===== config.mk =====
export PLATFORM = sky130hd
export DESIGN_NAME = tween_motion_sequencer
export DESIGN_NICKNAME = d
export VERILOG_FILES = /design/src/hw/rtl/tms_pkg.sv /design/src/hw/rtl/tms_ram.sv /design/src/hw/rtl/tms_unit.sv /design/src/hw/rtl/tms_ctrl.sv /design/src/hw/rtl/tween_motion_sequencer.sv
export SDC_FILE = /design/constraint.sdc
export NUM_CORES = 2
export LEC_CHECK = 0
export ABC_AREA = 0
export BUFFER_PORTS_ARGS = -buffer_cell sky130_fd_sc_hd__buf_2
export CAP_MARGIN = 30
export CORE_MARGIN = 2
export CORE_UTILIZATION = 58
export CTS_CLUSTER_SIZE = 8
export DETAILED_ROUTE_END_ITERATION = 10
export PLACE_DENSITY = 0.74
export SLEW_MARGIN = 10
export SYNTH_ARGS = -nofsm -noshare
export SYNTH_HDL_FRONTEND = slang
export SYNTH_HIERARCHICAL = 1
export SYNTH_SLANG_ARGS = --single-unit

===== constraint.sdc =====
create_clock -name clk_i -period 11.75 [get_ports clk_i]
set_input_delay 1.175 -clock clk_i [delete_from_list [all_inputs] [get_ports clk_i]]
set_output_delay 1.175 -clock clk_i [all_outputs]
set_load 0.01 [all_outputs]

===== src/hw/rtl/tms_pkg.sv =====
// Shared types, codes and helpers for the tween motion sequencer.
// Used by tms_unit, tms_ctrl and tween_motion_sequencer; depends on nothing else.
package tms_pkg;

  // Item kinds
  localparam logic [2:0] KIND_TICK    = 3'd0;
  localparam logic [2:0] KIND_PLAY    = 3'd1;
  localparam logic [2:0] KIND_PAUSE   = 3'd2;
  localparam logic [2:0] KIND_RESUME  = 3'd3;
  localparam logic [2:0] KIND_STOP    = 3'd4;
  localparam logic [2:0] KIND_RESTART = 3'd5;
  localparam logic [2:0] KIND_ROUTE   = 3'd6;

  // Playback modes as reported on mode_now
  localparam logic [2:0] MODE_IDLE        = 3'd0;
  localparam logic [2:0] MODE_ACTIVE      = 3'd1;
  localparam logic [2:0] MODE_LOOP_GAP    = 3'd2;
  localparam logic [2:0] MODE_FINISH_WAIT = 3'd3;
  localparam logic [2:0] MODE_PAUSED      = 3'd4;
  localparam logic [2:0] MODE_FINISHED    = 3'd5;

  // Configuration register indexes
  localparam logic [2:0] CFG_DURATION     = 3'd0;
  localparam logic [2:0] CFG_LOOP_COUNT   = 3'd1;
  localparam logic [2:0] CFG_LOOP_GAP     = 3'd2;
  localparam logic [2:0] CFG_FINISH_WAIT  = 3'd3;
  localparam logic [2:0] CFG_START_POINT  = 3'd4;
  localparam logic [2:0] CFG_END_POINT    = 3'd5;
  localparam logic [2:0] CFG_ROUTE_LENGTH = 3'd6;

  // Progress of 1.0 in Q1.16
  localparam logic [16:0] ONE_Q16 = 17'h10000;

  typedef enum logic {
    OP_DIV_STEP,
    OP_MUL
  } unit_op_e;

  typedef struct packed {
    logic [15:0] duration;
    logic [7:0]  loop_count;
    logic [15:0] loop_gap;
    logic [15:0] finish_wait;
  } tween_cfg_t;

  typedef struct packed {
    logic [2:0] mode;
    logic       started;
    logic       looped;
    logic       completed;
    logic       pos_needed;
  } tween_evt_t;

  typedef struct packed {
    unit_op_e           op;
    logic [15:0]        rem;
    logic [15:0]        divisor;
    logic signed [17:0] mul_a;
    logic [16:0]        mul_b;
  } unit_req_t;

  typedef struct packed {
    logic [15:0]        rem;
    logic               qbit;
    logic signed [35:0] prod;
  } unit_rsp_t;

  // A zero duration runs as one tick
  function automatic logic [15:0] eff_duration(input logic [15:0] dur);
    eff_duration = (dur == 16'd0) ? 16'd1 : dur;
  endfunction

endpackage


===== src/hw/rtl/tms_ram.sv =====
// Generic single-write, single-read RAM with registered read data.
// Stand-alone; no package needed.
module tms_ram #(
  parameter int WIDTH = 32,
  parameter int DEPTH = 64
) (
  input  logic                     clk_i,
  input  logic                     wr_en_i,
  input  logic [$clog2(DEPTH)-1:0] wr_addr_i,
  input  logic [WIDTH-1:0]         wr_data_i,
  input  logic                     rd_en_i,
  input  logic [$clog2(DEPTH)-1:0] rd_addr_i,
  output logic [WIDTH-1:0]         rd_data_o
);

  logic [WIDTH-1:0] mem_q [DEPTH];
  logic [WIDTH-1:0] rd_data_q;

  always_ff @(posedge clk_i) begin
    if (wr_en_i) begin
      mem_q[wr_addr_i] <= wr_data_i;
    end
    if (rd_en_i) begin
      rd_data_q <= mem_q[rd_addr_i];
    end
  end

  assign rd_data_o = rd_data_q;

endmodule


===== src/hw/rtl/tms_unit.sv =====
// Shared arithmetic unit: one restoring-division step or one 18x18 multiply.
// Depends on tms_pkg for the request and response structs.
module tms_unit (
  input  tms_pkg::unit_req_t req_i,
  output tms_pkg::unit_rsp_t rsp_o
);
  import tms_pkg::*;

  logic [16:0] shifted;
  logic [16:0] diff;
  logic        ge;

  assign shifted = {req_i.rem, 1'b0};
  assign diff    = shifted - {1'b0, req_i.divisor};
  assign ge      = shifted >= {1'b0, req_i.divisor};

  always_comb begin
    rsp_o = '0;
    unique case (req_i.op)
      OP_DIV_STEP: begin
        rsp_o.qbit = ge;
        rsp_o.rem  = ge ? diff[15:0] : shifted[15:0];
      end
      OP_MUL: begin
        rsp_o.prod = $signed(req_i.mul_a) * $signed({1'b0, req_i.mul_b});
      end
    endcase
  end

endmodule


===== src/hw/rtl/tms_ctrl.sv =====
// Playback control: mode, held mode, elapsed count, loops and delay counters.
// Depends on tms_pkg for codes, config and event structs.
module tms_ctrl (
  input  logic                clk_i,
  input  logic                rst_ni,
  input  logic                accept_i,
  input  logic [2:0]          kind_i,
  input  tms_pkg::tween_cfg_t cfg_i,
  output tms_pkg::tween_evt_t evt_o,
  output logic [15:0]         elapsed_o
);
  import tms_pkg::*;

  logic [2:0]  mode_q, mode_d;
  logic [2:0]  held_q, held_d;
  logic [15:0] elapsed_q, elapsed_d;
  logic [7:0]  loops_q, loops_d;
  logic [15:0] delay_q, delay_d;
  logic        started, looped, completed;
  logic [15:0] dur;
  logic [15:0] elapsed_inc;
  logic        idle_or_done;

  assign dur          = eff_duration(cfg_i.duration);
  assign elapsed_inc  = elapsed_q + {15'd0, elapsed_q != 16'hFFFF};
  assign idle_or_done = (mode_q == MODE_IDLE) || (mode_q == MODE_FINISHED);

  always_comb begin
    mode_d    = mode_q;
    held_d    = held_q;
    elapsed_d = elapsed_q;
    loops_d   = loops_q;
    delay_d   = delay_q;
    started   = 1'b0;
    looped    = 1'b0;
    completed = 1'b0;
    unique case (kind_i) inside
      KIND_TICK: begin
        unique case (mode_q) inside
          MODE_ACTIVE: begin
            elapsed_d = elapsed_inc;
            if (elapsed_inc >= dur) begin
              if (loops_q != 8'd0) begin
                loops_d   = loops_q - 8'd1;
                elapsed_d = 16'd0;
                looped    = 1'b1;
                if (cfg_i.loop_gap != 16'd0) begin
                  delay_d = cfg_i.loop_gap;
                  mode_d  = MODE_LOOP_GAP;
                end
              end else if (cfg_i.finish_wait != 16'd0) begin
                delay_d = cfg_i.finish_wait;
                mode_d  = MODE_FINISH_WAIT;
              end else begin
                completed = 1'b1;
                mode_d    = MODE_FINISHED;
              end
            end
          end
          MODE_LOOP_GAP, MODE_FINISH_WAIT: begin
            if (delay_q <= 16'd1) begin
              delay_d = 16'd0;
              if (mode_q == MODE_LOOP_GAP) begin
                mode_d = MODE_ACTIVE;
              end else begin
                completed = 1'b1;
                mode_d    = MODE_FINISHED;
              end
            end else begin
              delay_d = delay_q - 16'd1;
            end
          end
          default: begin
          end
        endcase
      end
      KIND_PLAY, KIND_RESUME: begin
        if (mode_q == MODE_PAUSED) begin
          mode_d = held_q;
        end else if (idle_or_done) begin
          elapsed_d = 16'd0;
          loops_d   = cfg_i.loop_count;
          mode_d    = MODE_ACTIVE;
          started   = 1'b1;
        end
      end
      KIND_PAUSE: begin
        if (mode_q inside {MODE_ACTIVE, MODE_LOOP_GAP, MODE_FINISH_WAIT}) begin
          held_d = mode_q;
          mode_d = MODE_PAUSED;
        end
      end
      KIND_STOP: begin
        mode_d = MODE_FINISHED;
      end
      KIND_RESTART: begin
        elapsed_d = 16'd0;
        loops_d   = cfg_i.loop_count;
        mode_d    = MODE_ACTIVE;
        started   = 1'b1;
      end
      default: begin
      end
    endcase
  end

  always_ff @(posedge clk_i or negedge rst_ni) begin
    if (!rst_ni) begin
      mode_q    <= MODE_IDLE;
      held_q    <= MODE_IDLE;
      elapsed_q <= 16'd0;
      loops_q   <= 8'd0;
      delay_q   <= 16'd0;
    end else if (accept_i) begin
      mode_q    <= mode_d;
      held_q    <= held_d;
      elapsed_q <= elapsed_d;
      loops_q   <= loops_d;
      delay_q   <= delay_d;
    end
  end

  assign evt_o.mode       = mode_d;
  assign evt_o.started    = started;
  assign evt_o.looped     = looped;
  assign evt_o.completed  = completed;
  assign evt_o.pos_needed = (kind_i == KIND_TICK) && (mode_d == MODE_ACTIVE);
  assign elapsed_o        = elapsed_d;

endmodule


===== src/hw/rtl/tween_motion_sequencer.sv =====
// Tween motion sequencer: linear tween along a straight line or a route table.
// A tick that leaves the tween active runs the 16-step progress division, then the
// blend multiplies (after the route table reads on a route); other words go straight out.
// One word at a time: the next is taken only as the result leaves. Async active-low
// reset clears mode, counters, state and configuration registers; the route RAM keeps
// whatever was written.
module tween_motion_sequencer #(
  parameter int ROUTE_DEPTH = 64
) (
  input  logic               clk_i,
  input  logic               rst_ni,
  // configuration write port
  input  logic               cfg_we_i,
  input  logic [2:0]         cfg_index_i,
  input  logic [31:0]        cfg_data_i,
  // input channel
  input  logic               in_valid_i,
  output logic               in_stall_o,
  input  logic [2:0]         kind_i,
  input  logic [5:0]         route_index_i,
  input  logic signed [15:0] point_x_i,
  input  logic signed [15:0] point_y_i,
  // result channel
  output logic               out_valid_o,
  input  logic               out_stall_i,
  output logic               position_valid_o,
  output logic signed [23:0] x_pos_o,
  output logic signed [23:0] y_pos_o,
  output logic [2:0]         mode_now_o,
  output logic               started_o,
  output logic               looped_o,
  output logic               completed_o
);
  import tms_pkg::*;

  localparam int          AW      = $clog2(ROUTE_DEPTH);
  localparam logic [31:0] DEPTH_W = ROUTE_DEPTH;

  // Sequencer states
  localparam logic [3:0] S_IDLE  = 4'd0;
  localparam logic [3:0] S_DIV   = 4'd1;
  localparam logic [3:0] S_PROG  = 4'd2;
  localparam logic [3:0] S_RADDR = 4'd3;
  localparam logic [3:0] S_RDA   = 4'd4;
  localparam logic [3:0] S_RDB   = 4'd5;
  localparam logic [3:0] S_MULX  = 4'd6;
  localparam logic [3:0] S_MULY  = 4'd7;
  localparam logic [3:0] S_FIN   = 4'd8;

  // Configuration registers
  logic [15:0] duration_q;
  logic [7:0]  loop_count_q;
  logic [15:0] loop_gap_q;
  logic [15:0] finish_wait_q;
  logic [31:0] start_point_q;
  logic [31:0] end_point_q;
  logic [6:0]  route_length_q;

  always_ff @(posedge clk_i or negedge rst_ni) begin
    if (!rst_ni) begin
      duration_q     <= 16'd1;
      loop_count_q   <= 8'd0;
      loop_gap_q     <= 16'd0;
      finish_wait_q  <= 16'd0;
      start_point_q  <= 32'd0;
      end_point_q    <= 32'd0;
      route_length_q <= 7'd0;
    end else if (cfg_we_i) begin
      unique case (cfg_index_i)
        CFG_DURATION:     duration_q     <= cfg_data_i[15:0];
        CFG_LOOP_COUNT:   loop_count_q   <= cfg_data_i[7:0];
        CFG_LOOP_GAP:     loop_gap_q     <= cfg_data_i[15:0];
        CFG_FINISH_WAIT:  finish_wait_q  <= cfg_data_i[15:0];
        CFG_START_POINT:  start_point_q  <= cfg_data_i;
        CFG_END_POINT:    end_point_q    <= cfg_data_i;
        CFG_ROUTE_LENGTH: route_length_q <= cfg_data_i[6:0];
        default: begin
        end
      endcase
    end
  end

  tween_cfg_t ctrl_cfg;
  assign ctrl_cfg.duration    = duration_q;
  assign ctrl_cfg.loop_count  = loop_count_q;
  assign ctrl_cfg.loop_gap    = loop_gap_q;
  assign ctrl_cfg.finish_wait = finish_wait_q;

  // Handshake: take a word only when the sequencer is free and the
  // output register is empty or draining this cycle.
  logic [3:0] state_q, state_d;
  logic       out_valid_q;
  logic       in_acc;
  logic       out_acc;

  assign in_stall_o = (state_q != S_IDLE) || (out_valid_q && out_stall_i);
  assign in_acc     = in_valid_i && !in_stall_o;
  assign out_acc    = out_valid_q && !out_stall_i;

  // Playback control
  tween_evt_t  evt;
  logic [15:0] elapsed_new;

  tms_ctrl u_ctrl (
    .clk_i     (clk_i),
    .rst_ni    (rst_ni),
    .accept_i  (in_acc),
    .kind_i    (kind_i),
    .cfg_i     (ctrl_cfg),
    .evt_o     (evt),
    .elapsed_o (elapsed_new)
  );

  // Route table
  logic [AW+6:0] wr_ext;
  logic [AW+6:0] rd_ext;
  logic [6:0]    rd_sel;
  logic          ram_we;
  logic          ram_re;
  logic [31:0]   ram_rdata;

  assign wr_ext = {{(AW + 1){1'b0}}, route_index_i};
  assign rd_ext = {{AW{1'b0}}, rd_sel};
  assign ram_we = in_acc && (kind_i == KIND_ROUTE) && ({26'd0, route_index_i} < DEPTH_W);

  tms_ram #(
    .WIDTH (32),
    .DEPTH (ROUTE_DEPTH)
  ) u_route_ram (
    .clk_i     (clk_i),
    .wr_en_i   (ram_we),
    .wr_addr_i (wr_ext[AW-1:0]),
    .wr_data_i ({point_x_i, point_y_i}),
    .rd_en_i   (ram_re),
    .rd_addr_i (rd_ext[AW-1:0]),
    .rd_data_o (ram_rdata)
  );

  // Shared arithmetic unit
  unit_req_t ureq;
  unit_rsp_t ursp;

  tms_unit u_unit (
    .req_i (ureq),
    .rsp_o (ursp)
  );

  // Datapath registers
  logic [3:0]         cnt_q, cnt_d;
  logic [15:0]        rem_q, rem_d;
  logic [15:0]        quo_q, quo_d;
  logic               clamp_q, clamp_d;
  logic [16:0]        f_q, f_d;
  logic [31:0]        a_q, a_d;
  logic [31:0]        b_q, b_d;
  logic signed [35:0] prod_q, prod_d;
  logic signed [23:0] x_q, x_d;
  logic [6:0]         next_q, next_d;

  // Output register
  logic               out_valid_d;
  logic               out_pos_q, out_pos_d;
  logic signed [23:0] out_x_q, out_x_d;
  logic signed [23:0] out_y_q, out_y_d;
  logic [2:0]         out_mode_q, out_mode_d;
  logic               out_start_q, out_start_d;
  logic               out_loop_q, out_loop_d;
  logic               out_done_q, out_done_d;

  // Route points in use, capped at the table depth
  logic [6:0]  n_pts;
  logic [16:0] prog;
  logic [6:0]  node;
  logic [15:0] frac;
  logic [6:0]  node_next;
  logic        single;
  logic [6:0]  node_last;
  logic [16:0] dx;
  logic [16:0] dy;
  logic [15:0] dur;

  assign n_pts     = ({25'd0, route_length_q} < DEPTH_W) ? route_length_q : DEPTH_W[6:0];
  assign prog      = clamp_q ? ONE_Q16 : {1'b0, quo_q};
  assign node      = prod_q[22:16];
  assign frac      = prod_q[15:0];
  assign node_next = node + {6'd0, frac != 16'd0};
  assign single    = node_next >= n_pts;
  assign node_last = (node < n_pts) ? node : (n_pts - 7'd1);
  assign dx        = {b_q[31], b_q[31:16]} - {a_q[31], a_q[31:16]};
  assign dy        = {b_q[15], b_q[15:0]} - {a_q[15], a_q[15:0]};
  assign dur       = eff_duration(duration_q);

  always_comb begin
    state_d     = state_q;
    cnt_d       = cnt_q;
    rem_d       = rem_q;
    quo_d       = quo_q;
    clamp_d     = clamp_q;
    f_d         = f_q;
    a_d         = a_q;
    b_d         = b_q;
    prod_d      = prod_q;
    x_d         = x_q;
    next_d      = next_q;
    out_valid_d = out_valid_q && !out_acc;
    out_pos_d   = out_pos_q;
    out_x_d     = out_x_q;
    out_y_d     = out_y_q;
    out_mode_d  = out_mode_q;
    out_start_d = out_start_q;
    out_loop_d  = out_loop_q;
    out_done_d  = out_done_q;
    ram_re      = 1'b0;
    rd_sel      = next_q;
    ureq        = '0;
    ureq.op     = OP_DIV_STEP;

    unique case (state_q)
      S_IDLE: begin
        if (in_acc) begin
          // Flags and mode are captured now; they go out with the position when one is needed.
          out_pos_d   = evt.pos_needed;
          out_mode_d  = evt.mode;
          out_start_d = evt.started;
          out_loop_d  = evt.looped;
          out_done_d  = evt.completed;
          out_x_d     = '0;
          out_y_d     = '0;
          if (evt.pos_needed) begin
            rem_d   = elapsed_new;
            quo_d   = '0;
            cnt_d   = '0;
            clamp_d = elapsed_new >= dur;
            state_d = S_DIV;
          end else begin
            out_valid_d = 1'b1;
          end
        end
      end
      S_DIV: begin
        // One quotient bit a cycle of elapsed * 65536 / duration
        ureq.op      = OP_DIV_STEP;
        ureq.rem     = rem_q;
        ureq.divisor = dur;
        rem_d        = ursp.rem;
        quo_d        = {quo_q[14:0], ursp.qbit};
        cnt_d        = cnt_q + 4'd1;
        if (cnt_q == 4'd15) begin
          state_d = S_PROG;
        end
      end
      S_PROG: begin
        if (n_pts == 7'd0) begin
          f_d     = prog;
          a_d     = start_point_q;
          b_d     = end_point_q;
          state_d = S_MULX;
        end else begin
          ureq.op    = OP_MUL;
          ureq.mul_a = {11'd0, n_pts};
          ureq.mul_b = prog;
          prod_d     = ursp.prod;
          state_d    = S_RADDR;
        end
      end
      S_RADDR: begin
        // At or past the last point: hold that point, no blend.
        ram_re  = 1'b1;
        rd_sel  = single ? node_last : node;
        next_d  = single ? node_last : node_next;
        f_d     = single ? 17'd0 : {1'b0, frac};
        state_d = S_RDA;
      end
      S_RDA: begin
        ram_re  = 1'b1;
        rd_sel  = next_q;
        a_d     = ram_rdata;
        state_d = S_RDB;
      end
      S_RDB: begin
        b_d     = ram_rdata;
        state_d = S_MULX;
      end
      S_MULX: begin
        ureq.op    = OP_MUL;
        ureq.mul_a = {dx[16], dx};
        ureq.mul_b = f_q;
        prod_d     = ursp.prod;
        state_d    = S_MULY;
      end
      S_MULY: begin
        // Arithmetic shift floors the blend at the Q16.8 grid.
        x_d        = {a_q[31:16], 8'h00} + prod_q[31:8];
        ureq.op    = OP_MUL;
        ureq.mul_a = {dy[16], dy};
        ureq.mul_b = f_q;
        prod_d     = ursp.prod;
        state_d    = S_FIN;
      end
      S_FIN: begin
        out_x_d     = x_q;
        out_y_d     = {a_q[15:0], 8'h00} + prod_q[31:8];
        out_valid_d = 1'b1;
        state_d     = S_IDLE;
      end
      default: begin
        state_d = S_IDLE;
      end
    endcase
  end

  always_ff @(posedge clk_i or negedge rst_ni) begin
    if (!rst_ni) begin
      state_q     <= S_IDLE;
      cnt_q       <= 4'd0;
      out_valid_q <= 1'b0;
    end else begin
      state_q     <= state_d;
      cnt_q       <= cnt_d;
      out_valid_q <= out_valid_d;
    end
  end

  always_ff @(posedge clk_i) begin
    rem_q       <= rem_d;
    quo_q       <= quo_d;
    clamp_q     <= clamp_d;
    f_q         <= f_d;
    a_q         <= a_d;
    b_q         <= b_d;
    prod_q      <= prod_d;
    x_q         <= x_d;
    next_q      <= next_d;
    out_pos_q   <= out_pos_d;
    out_x_q     <= out_x_d;
    out_y_q     <= out_y_d;
    out_mode_q  <= out_mode_d;
    out_start_q <= out_start_d;
    out_loop_q  <= out_loop_d;
    out_done_q  <= out_done_d;
  end

  assign out_valid_o      = out_valid_q;
  assign position_valid_o = out_pos_q;
  assign x_pos_o          = out_x_q;
  assign y_pos_o          = out_y_q;
  assign mode_now_o       = out_mode_q;
  assign started_o        = out_start_q;
  assign looped_o         = out_loop_q;
  assign completed_o      = out_done_q;

endmodule

Word level (Yosys, flattened, before mapping)
Memory sizes are Yosys's and may differ from the RTL's. A register that Yosys moved wholly into a read port is not among the register bits.
Index checks and enable logic that the tools add are counted.
{"block": "word_totals", "reg_bits": 413, "mem_count": 1, "inputBits": 81, "mem_bits_rw": 2048, "word_cells": 233}
{"name": "u_route_ram.mem_q", "words": 64, "width": 32, "read_ports": 1, "rd_clocked_by_memory_dff": 1, "wr": 1, "line": "tms_ram.sv:16", "source": "logic [WIDTH-1:0] mem_q [DEPTH];"}
{"block": "op_classes", "n_reduce_logical": 55, "addsub": 11, "muxes": 86, "multipliers": 1, "order_cmp": 7, "n_eq_ne": 41}
{"cell": "2-to-1 mux 16 bit", "count": 17}
{"cell": "one-hot mux 32 bit (2 select lines)", "count": 3}
{"cell": "2-to-1 mux 32 bit", "count": 5}
{"cell": "one-hot mux 35 bit (3 select lines)", "count": 1}
{"cell": "one-hot mux 16 bit (2 select lines)", "count": 3}
{"cell": "one-hot mux 24 bit (2 select lines)", "count": 2}
{"cell": "2-to-1 mux 17 bit", "count": 3}
{"cell": "adder 24 bit", "count": 2}
{"cell": "2-to-1 mux 24 bit", "count": 2}
{"cell": "one-hot mux 16 bit (3 select lines)", "count": 1}
{"cell": "nonzero test 16 bit", "count": 3}
{"cell": "2-to-1 mux 8 bit", "count": 5}
{"cell": "one-hot mux 17 bit (2 select lines)", "count": 1}
{"cell": "subtractor 16 x 16 -> 17 bit", "count": 2}
{"cell": "greater-or-equal comparator 16 bit", "count": 2}
{"cell": "multiplier 18 x 18 -> 32 bit", "count": 1}
{"cell": "one-hot mux 4 bit (8 select lines)", "count": 1}
{"cell": "2-to-1 mux 3 bit", "count": 10}
{"cell": "AND reduction 2 bit", "count": 13}
{"cell": "== test 3 bit (second input constant)", "count": 8}
{"cell": "2-to-1 mux 6 bit", "count": 4}
{"cell": "one-hot mux 8 bit (3 select lines)", "count": 1}
{"cell": "2-to-1 mux 4 bit", "count": 5}
{"cell": "== test 3 x 2 -> 1 bit (second input constant)", "count": 6}
{"cell": "42 further kinds", "count": 100}

Longest topological paths before layout
{"block": "logic_depth", "ltp_word": 11, "mapped_depth": 36, "depth_no_buf": 34}

Hierarchy
The synthesis kept the hierarchy.
{"mod": "tms_ram", "cells_each": 3328, "seq_area_each_um2": 62459.9, "n_inst": 1, "area_per_inst_um2": 78861.9}
{"mod": "tween_motion_sequencer", "cells_each": 1537, "seq_area_each_um2": 10341.2, "n_inst": 1, "area_per_inst_um2": 18446.4}
{"mod": "tms_unit", "cells_each": 1499, "seq_area_each_um2": 0.0, "n_inst": 1, "area_per_inst_um2": 12877.4}
{"mod": "tms_ctrl", "cells_each": 522, "seq_area_each_um2": 1151.1, "n_inst": 1, "area_per_inst_um2": 4227.8}

Worst setup path after synthesis
Ideal clock, no wire load.
{"block": "synth_path", "path_type": "register -> register", "start": "reg b_q[16]", "end": "reg prod_q[30] (data pin)", "stages_incl_launch_ff": 33, "path_slack_ns": 3.714, "setup_ns": 0.255, "t_arrival_ns": 7.781, "n_path_buf": 2, "t_required_ns": 11.495, "period_less_slack_ns": 8.036, "path_cell_list": "edfxtp_1 > inv_1 > ha_1 > inv_1 > fa_1 > a21o_1 > a31oi_1 > nor2_1 > a31oi_1 > nand4b_1 > nand4_1 > o311ai_1 > clkbuf_1 > clkbuf_1 > nand2_1 > fa_1 > fa_1 > fa_1 > inv_1 > fa_1 > fa_1 > inv_1 > fa_1 > inv_1 > ha_1 > a21o_1 > a21o_1 > a221o_1 > a32oi_1 > o311ai_0 > a211oi_1 > xnor2_1 > and2_1"}
{"item": "start: declaration", "line": "tween_motion_sequencer.sv:155", "source": "logic [31:0] b_q, b_d;"}
{"item": "start signal: assignment", "line": "tween_motion_sequencer.sv:330", "source": "b_q <= b_d;"}
{"item": "end signal: assignment", "line": "tween_motion_sequencer.sv:331", "source": "prod_q <= prod_d;"}
{"item": "end: declaration", "line": "tween_motion_sequencer.sv:156", "source": "logic signed [35:0] prod_q, prod_d;"}

==> metrics <==
status=finished, final reports clean; Avg WL per Cell=30.00 um; met3 wire len=slightly above 30,000 um; antenna-violating nets left=0; fin cells=approximately 10,000; setup TNS=0 ps; power per cell area=approximately 210 nW/um2; Slew HR=0.2657; Worst-Margin Slew=1101 ps; Place WS=about 3000 ps; DP HPWL=around 170,000 um; Mapped Nets=7,397; Vias per Instance=about 6.5; Crit Path Class=register to register; Num CTS Buffers=between 300 and 400; top routing layer in use=met5; first-pass GRT wire length=between 400,000 and 500,000 um; Worst setup SP type=register; clock root cell=clkbuf_16; final worst-path cycle share=0.7583; Hold Buf Count CTS=0; Syn Inst Count=~6,800; CP arrival=between 9000 and 10,000 ps; vias in the first global route=~66,000; metal2 WL=~140,000 um; Critical Path Sink Type=register; Slew Viols, Final=0; final setup vio count=0; critical path startpoint=state_q[1]$_DFFE_PN0P_; Cells after DPL=between 9,000 and 10,000; row count=roughly 160; PostCTS Resize Cnt=0; RD Place Congestion=roughly 0.9; area grow syn2layout=12.59%; minimum clock period=approximately 9000 ps; DRT iter0 DRCs=between 8,000 and 9,000; clock sinks=around 2,500; RSZ-0062 raised after global routing=no; max-cap check violation count=0; maximum vdd drop=0.1509 mV; starting density of the core=0.5833; grt ovf=0; worst reg2reg path startpoint=state_q[1]$_DFFE_PN0P_; htree depth=5; width of the die=between 400 and 500 um; Final WS setup=2840 ps; netlist area before placement=roughly 110,000 um2; Req. time, crit path=12,370 ps; initial antenna violation count=17; FILL cells=12,820; CTS clock-pin slew for the worst setup and hold paths=~50 ps; via count=approximately 64,000; Port Buf Inserts=approximately 140; leakage power=~46 nW; Final Hold Fails=0; TritonCTS clock tree=done; die area=between 150,000 and 200,000 um2; Post-CTS Setup Inserts=0; later-pin clock latency in the skew report=approximately 970 ps; Worst Path Max Fanout=18; core area=just under 200,000 um2; WL met1=about 110,000 um; Die H=roughly 450 um; share of cells above drive strength 1=0.2113; largest net degree at the start of global routing=116; Fmax=~110 MHz; drt pass-1 iters=6; total I/O pin count=around 140; Layout Nets=a little under 8,000; Routed WL=between 200,000 and 300,000 um; Setup Skew=roughly 110 ps; GRT Resource Usage Total=0.3005; Hold Crit Class=primary input to asynchronous set/reset pin; Longest Clk Path Bufs=4; Syn. warnings=6; DRC=0; syn avg cell area=16.70 um2
## layer usage
| metal | vias to the layer above | global-route usage |
|---|---|---|
| met5 | - | 0 |
| met4 | 6 | 0.1246 |
| met3 | 702 | 0.05642 |
| met2 | 3867 | 0.4818 |
| met1 | 33150 | 0.4097 |
| li1 | 26540 | - |
## power breakdown
part / switching [W] / internal [W]
logic: 0.00429 / 0.00279
registers: 0.000369 / 0.0103
clock network: 0.00349 / 0.00551
## stage by stage
step	cell area (um2)	hold WS [ps]	total power, W	util
2_1_floorplan	113600	444.8	0.01549	-
3_3_place_gp	118000	464.2	0.01761	0.6060
3_5_place_dp	118300	466.9	0.01776	0.6074
4_1_cts	127800	214.6	0.02677	0.6560
5_1_grt	127900	251.7	0.02769	0.6566
6_report	127900	251.4	0.02678	0.6567
## worst max-delay path: stages (launching register included)
cell	delay (ps)
dfrtp_1	610
nand2b_1	210
nor3_2	450
nand2_1	250
nor2_2	600
a22o_1	940
nand2_1	200
fa_1	590
inv_1	50
fa_1	500
inv_1	60
fa_1	540
inv_1	50
fa_1	450
fa_1	490
inv_1	50
fa_1	490
inv_1	50
ha_1	360
nand2_1	110
nor2_1	140
and3_1	230
nand3_1	80
o311ai_0	650
a31oi_1	190
xnor2_1	150
and2_1	150
## path summary, 6_finish.rpt
kind,end,slack [ps],depth (start not counted)
setup reg to reg,prod_q[28]$_DFFE_PP_,2840,26
max in group asynchronous,loop_count_q[5]$_DFFE_PN0P_,10270,2
setup / recovery,prod_q[28]$_DFFE_PP_,2840,26
hold reg to reg,u_ctrl/held_q[0]$_DFFE_PN0P_,480,2
hold / removal,u_ctrl/elapsed_q[3]$_DFFE_PN0P_,250,1
min in group clk_i,u_ctrl/held_q[0]$_DFFE_PN0P_,480,2
## layout by cell type, fill, tap and decap left out, types with 15 or more instances in the layout
| master | count |
|---|---|
| a211oi_1 | 21 |
| a21o_1 | 41 |
| a21oi_1 | 147 |
| a22o_1 | 43 |
| a22oi_1 | 17 |
| a31oi_1 | 29 |
| and2_1 | 222 |
| and3_1 | 59 |
| buf_12 | 22 |
| buf_2 | 136 |
| buf_4 | 153 |
| clkbuf_1 | 45 |
| clkbuf_16 | 369 |
| dfrtp_1 | 181 |
| edfxtp_1 | 2311 |
| fa_1 | 296 |
| ha_1 | 216 |
| inv_1 | 519 |
| mux2_2 | 138 |
| mux2i_1 | 129 |
| mux4_2 | 544 |
| nand2_1 | 468 |
| nand2b_1 | 35 |
| nand3_1 | 39 |
| nand4_1 | 27 |
| nor2_1 | 203 |
| nor2_4 | 62 |
| nor2b_1 | 38 |
| nor3_1 | 42 |
| nor4_1 | 25 |
| o21a_1 | 18 |
| o21ai_0 | 85 |
| o21ai_1 | 15 |
| o221ai_1 | 46 |
| o22ai_1 | 95 |
| o2bb2ai_1 | 20 |
| or3_1 | 19 |
| xnor2_1 | 59 |
| xor2_1 | 41 |
## flip-flops by register name, indices dropped and copies added, names as in the netlist, 17 cells and up
signal                 flops
y_pos_o                   24
start_point_q             32
u_route_ram/rd_data_o     32
u_route_ram/mem_q       2048
prod_q                    32
x_q                       24
f_q                       17
b_q                       32
a_q                       32
x_pos_o                   24
end_point_q               32
## area by class of cell
type,instances,area (um2),share of cell area
Antenna cell,10,25.02,0.0001956
Timing Repair Buffer,317,2396,0.01873
Sequential cell,2493,73950,0.5781
Multi-Input combinational cell,3468,36830,0.2879
Inverter,523,1963,0.01535
Clock inverter,7,65.06,0.0005086
Tap cell,2624,3283,0.02567
Clock buffer,414,9403,0.07351
(Power assumes the default switching activity.)
